File: src/hdl/pcn_pkg.sv
`default_nettype none

package pcn_pkg;

  // Codes carried on the input tuser bit.
  localparam logic KIND_GEOM  = 1'b0;
  localparam logic KIND_SCORE = 1'b1;

  // Fixed field widths.
  localparam int COORD_W = 16;
  localparam int SCORE_W = 16;
  localparam int CLS_ID_W = 3;
  localparam int THR_W = 16;
  localparam int NCLS_REG_W = 4;
  localparam int AREA_W = 32;
  localparam int IN_TDATA_W = 88;
  localparam int OUT_TDATA_W = 16;
  localparam int MASK_W = 8;
  localparam int OUT_IDX_W = 6;

  // Configuration register indexes.
  localparam logic REG_IOU_THRESHOLD  = 1'b0;
  localparam logic REG_CLASSES_IN_USE = 1'b1;

  localparam logic [THR_W-1:0] THR_RESET = 16'd29491;
  localparam logic [NCLS_REG_W-1:0] NCLS_RESET = 4'd8;

  // One stored box: center and size, unsigned Q0.16.
  typedef struct packed {
    logic [COORD_W-1:0] cx;
    logic [COORD_W-1:0] cy;
    logic [COORD_W-1:0] w;
    logic [COORD_W-1:0] h;
  } geom_t;

endpackage

`default_nettype wire

File: src/hdl/pcn_iou.sv
`default_nettype none

// Pipelined overlap test: does box b overlap box a by more than the threshold?
// Four register stages; the final compare sits after the last one.
module pcn_iou import pcn_pkg::*; #(
  parameter int TAG_W = 8
) (
  input  wire logic               clk,
  input  wire logic               rst_n,
  input  wire logic               in_valid,
  input  wire geom_t              a_geom,
  input  wire logic [AREA_W-1:0]  a_area,
  input  wire logic [THR_W-1:0]   thr,
  input  wire geom_t              b_geom,
  input  wire logic [TAG_W-1:0]   in_tag,
  output logic                    out_valid,
  output logic                    exceed,
  output geom_t                   out_geom,
  output logic [AREA_W-1:0]       out_area,
  output logic [TAG_W-1:0]        out_tag,
  output logic                    busy
);

  typedef logic signed [19:0] edge_t;

  function automatic edge_t low_side(input logic [15:0] c, input logic [15:0] w);
    low_side = $signed({3'b000, c, 1'b0}) - $signed({4'b0000, w});
  endfunction

  function automatic edge_t high_side(input logic [15:0] c, input logic [15:0] w);
    high_side = $signed({3'b000, c, 1'b0}) + $signed({4'b0000, w});
  endfunction

  // Doubled overlap per axis; negative means the boxes are apart.
  edge_t lxa, lxb, rxa, rxb, lya, lyb, rya, ryb, ox, oy;
  always_comb begin
    lxa = low_side(a_geom.cx, a_geom.w);
    lxb = low_side(b_geom.cx, b_geom.w);
    rxa = high_side(a_geom.cx, a_geom.w);
    rxb = high_side(b_geom.cx, b_geom.w);
    lya = low_side(a_geom.cy, a_geom.h);
    lyb = low_side(b_geom.cy, b_geom.h);
    rya = high_side(a_geom.cy, a_geom.h);
    ryb = high_side(b_geom.cy, b_geom.h);
    ox = ((rxa < rxb) ? rxa : rxb) - ((lxa > lxb) ? lxa : lxb);
    oy = ((rya < ryb) ? rya : ryb) - ((lya > lyb) ? lya : lyb);
  end

  logic              va_r, vb_r, vc_r, vd_r;
  logic [17:0]       ox_r, oy_r;
  logic              apart_r;
  geom_t             ga_r, gb_r, gc_r, gd_r;
  logic [TAG_W-1:0]  ta_r, tb_r, tc_r, td_r;
  logic [35:0]       i4b_r, i4c_r, i4d_r;
  logic [AREA_W-1:0] sb_r, sc_r, sd_r;
  logic [35:0]       u4_r;
  logic [33:0]       phi_r, plo_r;
  logic [35:0]       u4_sum;

  assign u4_sum = ({2'b00, a_area, 2'b00} + {2'b00, sb_r, 2'b00}) - i4b_r;

  // Valid bits of the stages.
  always_ff @(posedge clk) begin
    if (!rst_n) begin
      va_r <= 1'b0;
      vb_r <= 1'b0;
      vc_r <= 1'b0;
      vd_r <= 1'b0;
    end else begin
      va_r <= in_valid;
      vb_r <= va_r;
      vc_r <= vb_r;
      vd_r <= vc_r;
    end
  end

  // Data path: overlaps, products, union, threshold partial products.
  always_ff @(posedge clk) begin
    ox_r    <= ox[17:0];
    oy_r    <= oy[17:0];
    apart_r <= ox[19] | oy[19];
    ga_r    <= b_geom;
    ta_r    <= in_tag;

    i4b_r <= apart_r ? 36'd0 : (36'(ox_r) * 36'(oy_r));
    sb_r  <= AREA_W'(32'(ga_r.w) * 32'(ga_r.h));
    gb_r  <= ga_r;
    tb_r  <= ta_r;

    u4_r  <= u4_sum;
    i4c_r <= i4b_r;
    sc_r  <= sb_r;
    gc_r  <= gb_r;
    tc_r  <= tb_r;

    phi_r <= 34'(thr) * 34'(u4_r[35:18]);
    plo_r <= 34'(thr) * 34'(u4_r[17:0]);
    i4d_r <= i4c_r;
    sd_r  <= sc_r;
    gd_r  <= gc_r;
    td_r  <= tc_r;
  end

  // Final compare: 65536 * I4 > threshold * U4.
  logic [52:0] rhs;
  logic [52:0] lhs;
  assign rhs = {1'b0, phi_r, 18'd0} + 53'(plo_r);
  assign lhs = {1'b0, i4d_r, 16'd0};

  assign exceed    = lhs > rhs;
  assign out_valid = vd_r;
  assign out_geom  = gd_r;
  assign out_area  = sd_r;
  assign out_tag   = td_r;
  assign busy      = va_r | vb_r | vc_r | vd_r;

endmodule

`default_nettype wire

File: config.mk
export PLATFORM = sky130hd
export DESIGN_NAME = pcn_iou
export DESIGN_NICKNAME = d
export VERILOG_FILES = /design/src/hdl/pcn_pkg.sv /design/src/hdl/pcn_iou.sv
export SDC_FILE = /design/constraint.sdc
export NUM_CORES = 2
export LEC_CHECK = 0
export BUFFER_PORTS_ARGS = -buffer_cell sky130_fd_sc_hd__buf_4
export CORE_MARGIN = 4
export CORE_UTILIZATION = 40
export CTS_CLUSTER_DIAMETER = 150
export CTS_CLUSTER_SIZE = 8
export DETAILED_ROUTE_END_ITERATION = 16
export GPL_TIMING_DRIVEN = 0
export PLACE_DENSITY_LB_ADDON = 0.15
export SYNTH_ARGS = -nofsm -noshare
export SYNTH_HDL_FRONTEND = slang
export SYNTH_SLANG_ARGS = --single-unit
File: constraint.sdc
create_clock -name clk -period 22.2 [get_ports clk]
set_input_delay 3.33 -clock clk [delete_from_list [all_inputs] [get_ports clk]]
set_output_delay 3.33 -clock clk [all_outputs]
set_load 0.02 [all_outputs]
; ---- Yosys cells after proc, flatten, opt, wreduce, memory -nomap -nowiden
; Cells that the tools add are included.
[totals]
reg_bits = 637
inputBits = 187
out_inout_bits = 107
wordCells = 66
[classes]
multipliers = 4
muxes = 4
order_cmp = 5
n_addsub = 13
bitwise = 4
[ops]
columns = op, n
row1 = adder 17 x 16 -> 18 bit, 4
row2 = subtractor 17 x 16 -> 18 bit, 4
row3 = multiplier 16 x 18 -> 34 bit, 2
row4 = adder 52 x 34 -> 53 bit, 1
row5 = greater-than comparator 52 x 53 -> 1 bit, 1
row6 = 2-to-1 mux 20 bit, 2
row7 = subtractor 19 x 20 -> 20 bit, 2
row8 = greater-than comparator 18 bit, 2
row9 = < comparator 18 bit, 2
row10 = multiplier 18 x 18 -> 36 bit, 1
row11 = 2-to-1 mux 18 bit, 2
row12 = subtractor 35 x 36 -> 36 bit, 1
row13 = adder 34 x 34 -> 35 bit, 1
row14 = multiplier 16 x 16 -> 32 bit, 1
row15 = OR 1 bit, 4

; ---- Depth between registers and ports, before layout
[depth]
word_depth = 5
mapped_depth = 38
depth_no_buf = 36

; ---- Worst setup path before layout
; OpenSTA, ideal clock, no wires.
[synth_path]
path_kind = input to register
start = input port thr[1]
end = register plo_r[32]
stages = 26
setup_slack_ns = 12.577
setup_time_ns = 0.126
arrival_ns = 9.496
path_buffers = 2
required_ns = 22.074
path_cell_list = clkbuf_1 > clkbuf_1 > nand2_1 > fa_1 > inv_1 > fa_1 > inv_1 > fa_1 > fa_1 > inv_1 > fa_1 > inv_1 > fa_1 > inv_1 > ha_1 > a21o_1 > a21oi_1 > o21ai_0 > a21o_1 > o211a_1 > a221o_1 > o211ai_1 > a21oi_1 > a211oi_1 > a22oi_1 > xor2_1
[synth_between]
elab_chain_cells = 1
[synth_rtl]
columns = item, line
row1 = from (decl), pcn_iou.sv:13  ; input wire logic [THR_W-1:0] thr,
row2 = multiplier 16 x 18 -> 34 bit, pcn_iou.sv:97  ; plo_r <= 34'(thr) * 34'(u4_r[17:0]);
row3 = to (signal assigned), pcn_iou.sv:97
row4 = to (decl), pcn_iou.sv:57  ; logic [33:0] phi_r, plo_r;
; No other way between the ends.
; A chain may end at the register's enable or synchronous reset.

; ---- Worst setup path in the final report
[layout_path]
start = input port thr[3]
end = register plo_r[32]
; Same word-level chain as after synthesis.

==> impl_metrics.json <==
{
  "antenna_found_initial": 16,
  "num-fill-cells": 15450,
  "syn_area_um2": 63810,
  "root_buffer": "clkbuf_16",
  "stdcell_count": 9350,
  "required_ns": 22.75,
  "design.die.area_um2": 166000,
  "rsz0062_at_grt": "false",
  "rows": 146,
  "period_needed_ns": 10.68,
  "regToRegSetupSlack_ns": 14.20,
  "seq_area_frac_synth": 0.1995,
  "maxCapViolations": 0,
  "cts.sinks": 636,
  "gp_congestion": 0.9523,
  "startpoint": "thr[3]",
  "routedWlPerCell_um": 20.01,
  "hpwl_um": 157300,
  "cts_resized": 0,
  "cts_buffers": 91,
  "insertion_delay_ns": 0.72,
  "worstPathMaxFanout": 10,
  "dp_cells": 9236,
  "synthDistinctLibCells": 93,
  "fin_skew_ns": 0.1169,
  "path_clk_slew_ns": 0.05,
  "cts_tree": "yes",
  "via_count": 46040,
  "fin_util": 0.4489,
  "grt-ovfl-total": 0,
  "multi_input_area_um2": 44940,
  "holdWs_ns": 0.2967,
  "grt_pass1_vias": 49320,
  "slowest_stage": "clkbuf_1",
  "setup_viol": 0,
  "r2r-end": "i4b_r[35]",
  "fin_crit_sh": 0.4809,
  "ctsHoldBuffers": 0,
  "worstSetupStartpointType": "primary input",
  "fp.dieH_um": 407.4,
  "ys.warnings.count": 0,
  "drt_pre_antenna_iters": 7,
  "hold_viol": 0,
  "r2r-start": "ox_r[9]",
  "fin_setup_tns_ns": 0,
  "grt_usage": 0.2282,
  "min_path_type": "reg2reg",
  "reg2reg_depth": 23,
  "drt-total-wl_um": 187100,
  "drc": 0,
  "ys.flop_type": "dfxtp_1",
  "crit_end": "plo_r[32]",
  "synthCells": 6884,
  "fmax_mhz": 93.66,
  "via_per_inst": 4.924,
  "synth_edf_count": 0,
  "drtAntennaViolNets": 0,
  "finalMaxSlewViolations": 0,
  "grt_max_degree": 19,
  "clock_path_buffers": 3,
  "io_buffers": 280,
  "layout-drive-gt1-share": 0.06245,
  "post_cts.repair.setup_buffers": 0,
  "crit_path_end_kind": "register",
  "crit_top_cell": "fa_1",
  "ys_ff_latch": 636,
  "coreArea_um2": 158400,
  "max_stage_delay_ns": 0.81,
  "setup.worst_path.class": "in2reg",
  "register_area_um2": 12730,
  "critPathArrivalTime_ns": 11.23,
  "status": "finished, final reports clean",
  "initial_core_util": 0.4029,
  "synth.avg_cell_area_um2": 9.269,
  "top_level_ports": 294,
  "nets": 9117,
  "syn-num-nets": 8744,
  "drt_first_iter_violations": 2541,
  "die_w_um": 407.4,
  "slew_headroom": 0.2440,
  "async_flop_share": 0,
  "grt_pass1_wl_um": 292700,
  "syn2layout_area_growth_pct": 11.43,
  "ctsHtreeMaxLevel": 3,
  "tightestPinTransition_ns": 1.134
}
layer usage:
metal	track usage	part of all wire
met5	0	0.00029
met4	0.07544	0.035
met3	0.03464	0.057
met2	0.3798	0.47
met1	0.3049	0.44
critical path, delay by kind of cell:
| family | cells | cell delay [ns] |
|---|---|---|
| XOR/XNOR | 1 | 0.18 |
| adder cells (fa/ha/maj) | 7 | 3.39 |
| buffers and inverters | 7 | 1.80 |
| AND/OR/NAND/NOR | 1 | 0.15 |
| AO/OA/AOI/OAI | 10 | 2.35 |
sequential cells by signal, summed over array words and instances (netlist names), 32 cells and up:
name and flops:
gc_r 64, out_geom 64, i4c_r 35, u4_r 36, phi_r 34, plo_r 34
i4b_r 36, sc_r 32, i4d_r 36, out_area 32, gb_r 64, ga_r 64
sb_r 32
stage by stage:
step,setup slack [ns],cell area [um2]
floorplan,12.58,63810
global placement,10.74,68500
detailed placement,10.78,68510
CTS,11.50,71080
global route,11.15,71090
finish,11.52,71100
synth_stat cells, drive strengths merged, types with 74 or more instances:
| cell type | count | area [um2] |
|---|---|---|
| clkbuf | 212 | 795.8 |
| ha | 736 | 9209 |
| and2 | 412 | 2577 |
| xor2 | 74 | 648.1 |
| xnor2 | 233 | 2041 |
| nor2 | 206 | 773.2 |
| a21o | 110 | 825.8 |
| nand2 | 867 | 3254 |
| dfxtp | 636 | 12730 |
| a21oi | 238 | 1206 |
| fa | 937 | 18760 |
| inv | 1392 | 5225 |
| o21ai | 137 | 685.7 |
layout by cell type, fill, tap and decap left out, drive strengths merged, types with 26 or more instances in the layout:
cell and instances:
a211oi 26, a21o 110, a21oi 238, and2 412, and3 32, buf 303
clkbuf 308, dfxtp 636, fa 937, ha 736, inv 1392, mux2i 62
nand2 867, nand2b 34, nand3 51, nand4 38, nor2 206, nor2b 47
nor3 56, o21a 43, o21ai 137, o21bai 72, xnor2 233, xor2 74
cell type report:
| cell class | instances | share of cell area |
|---|---|---|
| Antenna cell | 8 | 0.0002816 |
| Timing Repair Buffer | 280 | 0.02956 |
| Clock buffer | 96 | 0.03257 |
| Sequential cell | 636 | 0.1791 |
| Buffer | 235 | 0.01295 |
| Tap cell | 2072 | 0.03646 |
| Multi-Input combinational cell | 4621 | 0.6320 |
| Clock inverter | 10 | 0.003572 |
| Inverter | 1392 | 0.07349 |
how the worst min path moves through the flow:
stage              start   endpoint  slack, ns  cells after the start
2_1_floorplan   ga_r[32]   gb_r[32]       0.31                      0
3_3_place_gp     ta_r[7]    tb_r[7]       0.31                      0
3_5_place_dp    gb_r[18]   gc_r[18]       0.31                      0
4_1_cts        i4c_r[35]  i4d_r[35]       0.29                      0
5_1_grt        i4c_r[35]  i4d_r[35]       0.30                      0
6_report       i4c_r[35]  i4d_r[35]       0.30                      0
kinds of logic after synthesis:
| logic type | count (synthesis) | share of synthesized area |
|---|---|---|
| simple gates | 1798 | 0.1331 |
| xor+xnor | 307 | 0.04214 |
| flops | 636 | 0.1995 |
| fa+ha+maj | 1674 | 0.4385 |
| buf+inv | 1627 | 0.09632 |
| compound gates | 771 | 0.07900 |
| mux | 71 | 0.01143 |
Power is left out: the tool's default activity adds up to more than one toggle a clock period on the data nets, which glitch-free logic cannot reach.
